[src/rtl/qro_pkg.sv]
`timescale 1ns / 1ps

package qro_pkg;

   localparam int unsigned NORM_PERIOD_DEFAULT = 256;

   localparam int unsigned PHASOR_W = 32;
   localparam int unsigned GAIN_W   = 20;
   localparam int unsigned OFFSET_W = 21;
   localparam int unsigned SAMPLE_W = 22;
   localparam int unsigned CSR_W    = 32;
   localparam int unsigned ADDR_W   = 4;

   // multiplier: 32-bit phasor times 33-bit operand, product and running sum
   localparam int unsigned MUL_B_W = 33;
   localparam int unsigned PROD_W  = 65;
   localparam int unsigned SUM_W   = 66;

   localparam logic signed [PHASOR_W-1:0] STEP_SINE_RESET   = 32'sd331804471;
   localparam logic signed [PHASOR_W-1:0] STEP_COSINE_RESET = 32'sd1021189158;
   localparam logic [GAIN_W-1:0]          GAIN_RESET        = 20'd65536;
   localparam logic signed [OFFSET_W-1:0] OFFSET_RESET      = 21'sd0;
   localparam logic signed [PHASOR_W-1:0] ONE_Q30           = 32'sd1073741824;

   localparam logic signed [SUM_W-1:0] OUT_LIMIT   = 66'sd1310720;
   localparam logic signed [SUM_W-1:0] K_LIMIT     = 66'sd4294967295;
   localparam logic signed [SUM_W-1:0] THREE_Q30   = 66'sd3221225472;
   localparam logic signed [SUM_W-1:0] SAT32_HIGH  = 66'sd2147483647;
   localparam logic signed [SUM_W-1:0] SAT32_LOW   = -66'sd2147483648;

   typedef enum logic [1:0] {
      REG_STEP_SINE   = 2'd0,
      REG_STEP_COSINE = 2'd1,
      REG_GAIN        = 2'd2,
      REG_OFFSET      = 2'd3
   } reg_index_type;

   typedef enum logic [3:0] {
      ST_IDLE,
      ST_OUT_SINE,
      ST_OUT_COS,
      ST_ROT_S1,
      ST_ROT_S2,
      ST_ROT_C1,
      ST_ROT_C2,
      ST_ROT_END,
      ST_NORM_1,
      ST_NORM_2,
      ST_NORM_K,
      ST_NORM_S,
      ST_NORM_C,
      ST_NORM_END,
      ST_DONE
   } state_type;

endpackage

[src/rtl/quadrature_rotation_oscillator.sv]
`timescale 1ns / 1ps

// Channel   Direction  Ports
// ------    ---------  ----------------------------------------------------
// req       in         req_valid, req_ready, req_tick
// rsp       out        rsp_valid, rsp_ready, rsp_sine_sample, rsp_cosine_sample
// csr       in/out     psel, penable, pwrite, paddr, pwdata, prdata, pready
//
// For a word with tick high the block runs the output, rotation and, on a
// renormalization tick, normalization steps, registers the result and goes idle.
// All products go through one shared 32x33 multiplier, one product per cycle.
// A word with tick low is accepted and gives no result.
// Reset is synchronous; it restores the registers and the unit phasor.
// A finished result waits while the output register is full, holding req_ready low.
module quadrature_rotation_oscillator #(
   parameter int unsigned NORM_PERIOD = qro_pkg::NORM_PERIOD_DEFAULT
) (
   input  logic                                clock,
   input  logic                                reset,
   input  logic                                req_valid,
   output logic                                req_ready,
   input  logic                                req_tick,
   output logic                                rsp_valid,
   input  logic                                rsp_ready,
   output logic signed [qro_pkg::SAMPLE_W-1:0] rsp_sine_sample,
   output logic signed [qro_pkg::SAMPLE_W-1:0] rsp_cosine_sample,
   input  logic                                psel,
   input  logic                                penable,
   input  logic                                pwrite,
   input  logic [qro_pkg::ADDR_W-1:0]          paddr,
   input  logic [qro_pkg::CSR_W-1:0]           pwdata,
   output logic [qro_pkg::CSR_W-1:0]           prdata,
   output logic                                pready
);

   import qro_pkg::*;

   localparam int unsigned COUNT_W = (NORM_PERIOD > 1) ? $clog2(NORM_PERIOD) : 1;
   localparam logic [COUNT_W-1:0] COUNT_LAST = COUNT_W'(NORM_PERIOD - 1);

   function automatic logic signed [SUM_W-1:0] rshr_f(
      input logic signed [SUM_W-1:0] x,
      input int unsigned             n
   );
      logic signed [SUM_W-1:0] half;
      half = SUM_W'(1) <<< (n - 1);
      return (x + half) >>> n;
   endfunction

   function automatic logic signed [SUM_W-1:0] clamp_f(
      input logic signed [SUM_W-1:0] x,
      input logic signed [SUM_W-1:0] lo,
      input logic signed [SUM_W-1:0] hi
   );
      logic signed [SUM_W-1:0] r;
      r = x;
      if (x < lo) begin
         r = lo;
      end else if (x > hi) begin
         r = hi;
      end
      return r;
   endfunction

   // configuration
   logic signed [PHASOR_W-1:0] step_sine_ff;
   logic signed [PHASOR_W-1:0] step_cosine_ff;
   logic [GAIN_W-1:0]          gain_ff;
   logic signed [OFFSET_W-1:0] offset_ff;
   logic                       csr_write;
   reg_index_type              csr_index;

   // oscillator state and datapath
   state_type                  state_ff, state_in;
   logic signed [PHASOR_W-1:0] phasor_sine_ff;
   logic signed [PHASOR_W-1:0] phasor_cosine_ff;
   logic signed [PHASOR_W-1:0] new_sine_ff;
   logic [COUNT_W-1:0]         tick_count_ff;
   logic signed [PROD_W-1:0]   prod_ff, prod_in;
   logic signed [PROD_W-1:0]   acc_ff;
   logic signed [MUL_B_W-1:0]  k_ff;
   logic signed [SAMPLE_W-1:0] sine_hold_ff, cos_hold_ff;
   logic                       rsp_valid_ff;
   logic signed [SAMPLE_W-1:0] rsp_sine_ff, rsp_cos_ff;

   // sequencer controls
   logic signed [PHASOR_W-1:0] mul_a;
   logic signed [MUL_B_W-1:0]  mul_b;
   logic                       sum_sub;
   logic                       count_wrap;
   logic                       out_free;

   // derived values
   logic signed [SUM_W-1:0]    prod_ext, acc_ext, sum_w;
   logic signed [SUM_W-1:0]    sample_w;
   logic signed [SUM_W-1:0]    rot_w;
   logic signed [SUM_W-1:0]    k_w;
   logic signed [SUM_W-1:0]    norm_w;

   assign pready    = 1'b1;
   assign csr_write = psel && penable && pwrite;
   assign csr_index = reg_index_type'(paddr[ADDR_W-1:2]);

   always_ff @(posedge clock) begin
      if (reset) begin
         step_sine_ff   <= STEP_SINE_RESET;
         step_cosine_ff <= STEP_COSINE_RESET;
         gain_ff        <= GAIN_RESET;
         offset_ff      <= OFFSET_RESET;
      end else if (csr_write) begin
         unique case (csr_index)
            REG_STEP_SINE:   step_sine_ff   <= signed'(pwdata);
            REG_STEP_COSINE: step_cosine_ff <= signed'(pwdata);
            REG_GAIN:        gain_ff        <= pwdata[GAIN_W-1:0];
            REG_OFFSET:      offset_ff      <= signed'(pwdata[OFFSET_W-1:0]);
            default:         ;
         endcase
      end
   end

   always_comb begin
      unique case (csr_index)
         REG_STEP_SINE:   prdata = step_sine_ff;
         REG_STEP_COSINE: prdata = step_cosine_ff;
         REG_GAIN:        prdata = CSR_W'(gain_ff);
         REG_OFFSET:      prdata = CSR_W'(signed'(offset_ff));
         default:         prdata = '0;
      endcase
   end

   assign req_ready  = (state_ff == ST_IDLE);
   assign count_wrap = (tick_count_ff == COUNT_LAST);
   assign out_free   = !rsp_valid_ff || rsp_ready;

   // next state
   always_comb begin
      state_in = state_ff;
      unique case (state_ff)
         ST_IDLE: begin
            if (req_valid && req_tick) begin
               state_in = ST_OUT_SINE;
            end
         end
         ST_OUT_SINE: state_in = ST_OUT_COS;
         ST_OUT_COS:  state_in = ST_ROT_S1;
         ST_ROT_S1:   state_in = ST_ROT_S2;
         ST_ROT_S2:   state_in = ST_ROT_C1;
         ST_ROT_C1:   state_in = ST_ROT_C2;
         ST_ROT_C2:   state_in = ST_ROT_END;
         ST_ROT_END:  state_in = count_wrap ? ST_NORM_1 : ST_DONE;
         ST_NORM_1:   state_in = ST_NORM_2;
         ST_NORM_2:   state_in = ST_NORM_K;
         ST_NORM_K:   state_in = ST_NORM_S;
         ST_NORM_S:   state_in = ST_NORM_C;
         ST_NORM_C:   state_in = ST_NORM_END;
         ST_NORM_END: state_in = ST_DONE;
         ST_DONE: begin
            if (out_free) begin
               state_in = ST_IDLE;
            end
         end
         default:     state_in = ST_IDLE;
      endcase
   end

   // multiplier operands for each step
   always_comb begin
      mul_a   = phasor_sine_ff;
      mul_b   = '0;
      sum_sub = 1'b0;
      unique case (state_ff)
         ST_OUT_SINE: begin
            mul_a = phasor_sine_ff;
            mul_b = signed'(MUL_B_W'(gain_ff));
         end
         ST_OUT_COS: begin
            mul_a = phasor_cosine_ff;
            mul_b = signed'(MUL_B_W'(gain_ff));
         end
         ST_ROT_S1: begin
            mul_a = phasor_sine_ff;
            mul_b = MUL_B_W'(step_cosine_ff);
         end
         ST_ROT_S2: begin
            mul_a = phasor_cosine_ff;
            mul_b = MUL_B_W'(step_sine_ff);
         end
         ST_ROT_C1: begin
            mul_a = phasor_cosine_ff;
            mul_b = MUL_B_W'(step_cosine_ff);
         end
         ST_ROT_C2: begin
            mul_a = phasor_sine_ff;
            mul_b = MUL_B_W'(step_sine_ff);
         end
         ST_ROT_END: begin
            sum_sub = 1'b1;
         end
         ST_NORM_1: begin
            mul_a = phasor_sine_ff;
            mul_b = MUL_B_W'(phasor_sine_ff);
         end
         ST_NORM_2: begin
            mul_a = phasor_cosine_ff;
            mul_b = MUL_B_W'(phasor_cosine_ff);
         end
         ST_NORM_S: begin
            mul_a = phasor_sine_ff;
            mul_b = k_ff;
         end
         ST_NORM_C: begin
            mul_a = phasor_cosine_ff;
            mul_b = k_ff;
         end
         default: ;
      endcase
   end

   assign prod_in  = PROD_W'(mul_a) * PROD_W'(mul_b);
   assign prod_ext = SUM_W'(prod_ff);
   assign acc_ext  = SUM_W'(acc_ff);
   assign sum_w    = sum_sub ? (acc_ext - prod_ext) : (acc_ext + prod_ext);

   assign sample_w = clamp_f(rshr_f(prod_ext, 30) + SUM_W'(offset_ff), -OUT_LIMIT, OUT_LIMIT);
   assign rot_w    = clamp_f(rshr_f(sum_w, 30), SAT32_LOW, SAT32_HIGH);
   assign k_w      = clamp_f(THREE_Q30 - rshr_f(sum_w, 30), -K_LIMIT, K_LIMIT);
   assign norm_w   = clamp_f(rshr_f(prod_ext, 31), SAT32_LOW, SAT32_HIGH);

   always_ff @(posedge clock) begin
      prod_ff <= prod_in;
      unique case (state_ff)
         ST_OUT_COS:  sine_hold_ff <= sample_w[SAMPLE_W-1:0];
         ST_ROT_S1:   cos_hold_ff  <= sample_w[SAMPLE_W-1:0];
         ST_ROT_S2,
         ST_ROT_C2,
         ST_NORM_2:   acc_ff       <= prod_ff;
         ST_ROT_C1:   new_sine_ff  <= rot_w[PHASOR_W-1:0];
         ST_NORM_K:   k_ff         <= k_w[MUL_B_W-1:0];
         default:     ;
      endcase
   end

   always_ff @(posedge clock) begin
      if (reset) begin
         state_ff         <= ST_IDLE;
         phasor_sine_ff   <= '0;
         phasor_cosine_ff <= ONE_Q30;
         tick_count_ff    <= '0;
      end else begin
         state_ff <= state_in;
         unique case (state_ff)
            ST_ROT_END: begin
               // commit the rotation, then advance the renormalization count
               phasor_sine_ff   <= new_sine_ff;
               phasor_cosine_ff <= rot_w[PHASOR_W-1:0];
               tick_count_ff    <= count_wrap ? '0 : tick_count_ff + 1'b1;
            end
            ST_NORM_C:   phasor_sine_ff   <= norm_w[PHASOR_W-1:0];
            ST_NORM_END: phasor_cosine_ff <= norm_w[PHASOR_W-1:0];
            default:     ;
         endcase
      end
   end

   always_ff @(posedge clock) begin
      if (reset) begin
         rsp_valid_ff <= 1'b0;
      end else if (state_ff == ST_DONE && out_free) begin
         rsp_valid_ff <= 1'b1;
      end else if (rsp_ready) begin
         rsp_valid_ff <= 1'b0;
      end
   end

   always_ff @(posedge clock) begin
      if (state_ff == ST_DONE && out_free) begin
         rsp_sine_ff <= sine_hold_ff;
         rsp_cos_ff  <= cos_hold_ff;
      end
   end

   assign rsp_valid         = rsp_valid_ff;
   assign rsp_sine_sample   = rsp_sine_ff;
   assign rsp_cosine_sample = rsp_cos_ff;

endmodule

[config.mk]
export PLATFORM = sky130hd
export DESIGN_NAME = quadrature_rotation_oscillator
export DESIGN_NICKNAME = d
export VERILOG_FILES = /design/src/rtl/qro_pkg.sv /design/src/rtl/quadrature_rotation_oscillator.sv
export SDC_FILE = /design/constraint.sdc
export NUM_CORES = 2
export LEC_CHECK = 0
export ABC_CLOCK_PERIOD_IN_PS = 9600
export BUFFER_PORTS_ARGS = -buffer_cell sky130_fd_sc_hd__buf_4
export CAP_MARGIN = 20
export CORE_ASPECT_RATIO = 0.75
export CORE_UTILIZATION = 50
export DETAILED_ROUTE_END_ITERATION = 8
export PLACE_DENSITY = 0.77
export SLEW_MARGIN = 5
export SYNTH_ARGS = -nofsm -noshare
export SYNTH_HDL_FRONTEND = slang
export SYNTH_SLANG_ARGS = --single-unit
[constraint.sdc]
create_clock -name clock -period 9.6 [get_ports clock]
set_clock_uncertainty 0.2 [all_clocks]
set_input_delay 0.48 -clock clock [delete_from_list [all_inputs] [get_ports clock]]
set_output_delay 0.48 -clock clock [all_outputs]
set_load 0.05 [all_outputs]
# ---- Word level (Yosys, flattened, before mapping)
# Cells that the tools add are included.
dict set report totals {
  wordCells 99
  output_inout_bits 79
  in_bits 44
  reg_bits 465
}
dict set report classes {
  reduce_logical 23
  eq_ne 20
  n_mux 21
  n_mul 1
  addsub 8
  n_lt_le_gt_ge 8
}
# op count
set ops {}
lappend ops {{33-bit one-hot mux with 6 select lines} 1}
lappend ops {{32-bit 2-to-1 mux} 5}
lappend ops {{32-bit one-hot mux with 2 select lines} 2}
lappend ops {{32-bit one-hot mux with 4 select lines} 1}
lappend ops {{65-bit by 31-bit adder with 66-bit output (second input constant)} 1}
lappend ops {{65-bit by 32-bit adder with 66-bit output (second input constant)} 1}
lappend ops {{65-bit by 65-bit adder with 66-bit output} 1}
lappend ops {{66-bit by 31-bit adder with 66-bit output (second input constant)} 1}
lappend ops {{66-bit 2-to-1 mux} 1}
lappend ops {{65-bit by 65-bit subtractor with 66-bit output} 1}
lappend ops {{32-bit by 33-bit multiplier with 65-bit output} 1}
lappend ops {{4-bit one-hot mux with 15 select lines} 1}
lappend ops {{22-bit 2-to-1 mux} 2}
lappend ops {{36-bit by 21-bit adder with 37-bit output} 1}
lappend ops {{37-bit by 22-bit greater-than comparator with 1-bit output (second input constant)} 1}
lappend ops {{37-bit by 33-bit greater-than comparator with 1-bit output (second input constant)} 1}
lappend ops {{37-bit by 22-bit less-than comparator with 1-bit output (second input constant)} 1}
lappend ops {{37-bit by 33-bit less-than comparator with 1-bit output (second input constant)} 1}
lappend ops {{33-bit by 36-bit subtractor with 37-bit output (first input constant)} 1}
lappend ops {{36-bit by 32-bit greater-than comparator with 1-bit output (second input constant)} 1}
lappend ops {{36-bit by 32-bit less-than comparator with 1-bit output (second input constant)} 1}
lappend ops {{35-bit by 32-bit greater-than comparator with 1-bit output (second input constant)} 1}
lappend ops {{35-bit by 32-bit less-than comparator with 1-bit output (second input constant)} 1}
lappend ops {{33-bit 2-to-1 mux} 1}
lappend ops {{24 further kinds} 51}

# ---- Logic depth before layout (Yosys ltp)
dict set report logic_depth {
  ltp_word 8
  ltp_mapped 43
  mapped_depth_nobuf 38
}

# ---- Worst setup path after synthesis
# No wires, ideal clock.
dict set report synth_path {
  path_type {register to register}
  start {register state_ff[1]}
  end {register prod_ff[64]}
  period_less_slack_ns 10.208
  setup_slack_ns -0.608
  required_ns 9.279
  arrival_ns 9.887
  n_path_buf 5
  path_stages_with_launch 41
  path_cell_list {dfxtp_1 clkbuf_1 inv_1 nand2_1 o21ai_0 a22oi_1 clkbuf_1 buf_1 mux2i_1 clkbuf_1 nor2_1 fa_1 fa_1 fa_1 inv_1 fa_1 inv_1 fa_1 [5 not listed] ha_1 clkbuf_1 a21o_1 a21o_1 a21o_1 a21o_1 a21o_1 a32oi_1 and3_1 nor3_1 a211oi_1 nor3_1 nand4_1 a31oi_1 nand4_1 a21boi_0 o41a_1 xnor2_1}
}
dict set report synth_via {
  elab_chain_len 4
}
# element line_no
set synth_lines {}
lappend synth_lines {{from (decl)} quadrature_rotation_oscillator.sv:74} ;# state_type state_ff, state_in;
lappend synth_lines {{from (signal assigned)} quadrature_rotation_oscillator.sv:250} ;# state_ff <= state_in;
lappend synth_lines {{4-bit == test (tied with other cells)} quadrature_rotation_oscillator.sv:171} ;# unique case (state_ff)
lappend synth_lines {{2-bit OR reduction (no source line) or 5-bit OR reduction (tied branches)} n/a}
lappend synth_lines {{33-bit one-hot mux with 6 select lines or 32-bit 2-to-1 mux (tied branches)} quadrature_rotation_oscillator.sv:171}
lappend synth_lines {{32-bit by 33-bit multiplier with 65-bit output (*)} quadrature_rotation_oscillator.sv:219} ;# assign prod_in = PROD_W'(mul_a) * PROD_W'(mul_b);
lappend synth_lines {{named net prod_in[64]} quadrature_rotation_oscillator.sv:79} ;# logic signed [PROD_W-1:0] prod_ff, prod_in;
lappend synth_lines {{to (signal assigned)} quadrature_rotation_oscillator.sv:230} ;# prod_ff <= prod_in;
lappend synth_lines {{to (decl)} quadrature_rotation_oscillator.sv:79}
# The timed path passes the listed nets; every way through them passes the cells marked *.
# A chain may end at the register's enable or synchronous reset.

# ---- Worst setup path in the final report
dict set report layout_path {
  start {register state_ff[2]}
  end {register prod_ff[58]}
}
# Same word-level chain as after synthesis.

==> flow_summary.toml <==
[timing]
setup_violations = 5
worst_slew_margin_rel_pct = 19.72
fin_crit_sh_pct = 101.8
tightestPinTransition_ns = 1.204
max_clock_freq_mhz = 102.4
layout_min_cycle_time_ns = 9.769
fin_ws_ns = -0.1688
worst_hold_slack_ns = 0.01562
hold_viol_final = 0
drv_slew = 0
rsz0062_at_grt = "yes"

[routing]
routed_wl_um = 232700
avgRoutedWirePerCell_um = 24.08
routed_via_density = 5.902
wl_met2_um = 95120
drtIter0Drc = 7200
met3_length_um = 33500
num_vias = 57030
drc_errors = 0
ant_nets = 0
drt_pre_antenna_iters = 6
met1Wirelength_um = 90150
dr.max_layer_used = "met5"

[synthesis]
postSynthNetCount = 8721
synthCells = 7268
ys.flop_type = "dfxtp_1"
yosysUniqueCellTypes = 128
synth.cell_area_sq_um = 65100
ys_seq_area_share_pct = 17.65
synth.top_cells.by_area = "fa_1 (34%), edfxtp_1 (10%), dfxtp_1 (7.6%)"
synth_top_area_share_pct = 34.23
yosysMostFrequentCell = "inv_1"
yosys.area.top_type = "fa_1"
avgSynthCellArea_sq_um = 8.957
synth_edf_count = 218
async_flop_share_pct = 0
ys_seq_elements = 465
yosys_warnings = 0
synthTopCellsByCount = "inv_1 (1185), nand2_1 (1181), fa_1 (1113), nor2_1 (598), a21oi_1 (353)"

[die]
core_area_sq_um = 128900
die_h_um = 314.5
fp-row-count = 114
die-area_sq_um = 131700
top_level_ports = 123
die_x_um = 418.7
start_util_pct = 50.49

[critical_path]
path_delay_family = "adder cells"
critical_path.max_stage_delay_ns = 0.64
startpoint = "state_ff[2]"
path_class = "reg -> reg"
worstPathArrival_ns = 10.13
cp_max_fo = 11
worstPathRequired_ns = 9.96
cpMaxStageDelayCell = "fa_2"
cpMostUsedCell = "fa_1"
crit_path_end_kind = "flop"
start_kind = "flop"
crit_buf_inv = 13
rr_startpoint = "state_ff[2]"

[cells_and_area]
drive_above_1_share_pct = 17.64
nNetsFinal = 9340
area_growth_pct = 18.99
post-route-util_pct = 60.08
fillers = 10690

[clocking]
clockRootBuffer = "clkbuf_16"
tritoncts = "done"
cts_max_path_buffers = 3
clk_pin_slew_ns = 0.07
cts_max_level = 2
clk_latency_ns = 0.64
cts-buffers-inserted = 43
clkSinkCount = 465

[worst_hold_path]
worstHoldStart = "req_tick"
hp-class = "in -> reg"

[global_routing]
grt_start_max_net_pins = 90
grt_pass1_vias = 57270
antenna_found_initial = 7
grt_usage_pct = 35.28
grt-ovfl-total = 0
grt_pass1_wl_um = 348300

[placement]
io_buffers = 119
dp_hpwl_um = 190000
routabilityCongestion = 1.060

[run]
maxCapViolCount = 0

[pwr]
vdd_ir_drop_max_uv = 575.1
leakagePower_nw = 35.53
p_per_area_nw_per_um2 = 108.8

[run_status]
status = "finished with violations"
violations = "setup timing"
path summary, 6_finish.rpt:
check | end | slack (ns) | cells after the start
hold / removal | state_ff[0] | 0.02 | 3
hold reg to reg | rsp_cosine_sample[20] | 0.21 | 0
setup reg to reg | prod_ff[58] | -0.17 | 42
setup / recovery | prod_ff[58] | -0.17 | 42
what timing repair did:
item / in CTS / in global routing
hold buffers: 33 / 0
gates cloned: 7 / 5
pin swaps: 72 / 112
hold endpoints to repair: 112 / 0
resized for setup: 142 / 179
setup buffers: 32 / 45
endpoints found under the setup margin: 18 / 56
worst register-to-register path, delay by kind of cell (launching register included):
kind            cells  cell delay, ns
xor+xnor            1            0.13
simple gates        6            0.76
flops               1            0.38
fa+ha+maj           9            4.26
buf+inv            13            1.58
compound gates     13            2.42
state kept, by name (all words and copies together) (netlist names), 32 cells and up:
register,cells
phasor_sine_ff,32
step_cosine_ff,32
k_ff,33
prod_ff,65
phasor_cosine_ff,32
new_sine_ff,32
step_sine_ff,32
acc_ff,65
where the power goes:
group,total (mW),switching [mW],internal (mW)
logic,4.27,2.66,1.61
registers,2.31,0.0292,2.28
clock network,1.86,0.872,0.983
area by class of cell:
class | instances | area [sq um] | share of cell area [%]
inverters | 1186 | 4454 | 5.750
clock inverters | 19 | 217.7 | 0.2810
diodes | 2 | 5.005 | 0.006461
flip-flops and latches | 465 | 11500 | 14.85
well taps | 1740 | 2177 | 2.810
repair buffers | 961 | 8969 | 11.58
multi-input cells | 5230 | 48860 | 63.08
clock buffers | 60 | 1276 | 1.648
layout by cell type, fill, tap and decap left out, types with 51 or more instances in the layout:
cell	netlist	routed
a21o_1	87	86
a21oi_1	353	328
buf_12	0	102
buf_4	5	771
clkbuf_16	0	51
dfxtp_1	247	243
edfxtp_1	218	218
fa_1	1113	1077
ha_1	296	275
inv_1	1185	1165
nand2_1	1181	1176
nand3_1	115	107
nand4_1	69	69
nor2_1	598	576
nor3_1	91	82
o21ai_0	108	101
xnor2_1	211	209
xor2_1	100	99
metal layers:
layer	track usage, %	up-vias
li1	-	24480
met1	48.87	28350
met2	49.26	3552
met3	12.01	640
met4	17.07	5
met5	0.2885	-
cell families after synthesis:
logic type / Yosys count / synth area share (%)
compound gates: 984 / 10.19
xor+xnor: 314 / 4.276
fa+ha+maj: 1409 / 39.92
buf+inv: 1574 / 9.229
flops: 465 / 17.65
mux: 98 / 1.957
other cells: 1 / 0.005760
simple gates: 2423 / 16.77
through the flow:
stage          area, sq um  setup TNS (ns)  setup WS, ns  std cells  power, mW
4_1_cts              76120       -0.007396     -0.007396       9613      8.239
3_5_place_dp         73290          -5.032       -0.6798       9463      6.341
6_report             77460         -0.5344       -0.1688       9663      8.429
5_1_grt              77460          -3.428       -0.4292       9661      8.744
2_1_floorplan        65140               0       0.01319       7268      4.880
3_3_place_gp         73290          -3.028       -0.5319       9463      6.252
Power figures use the tool's default switching activity.
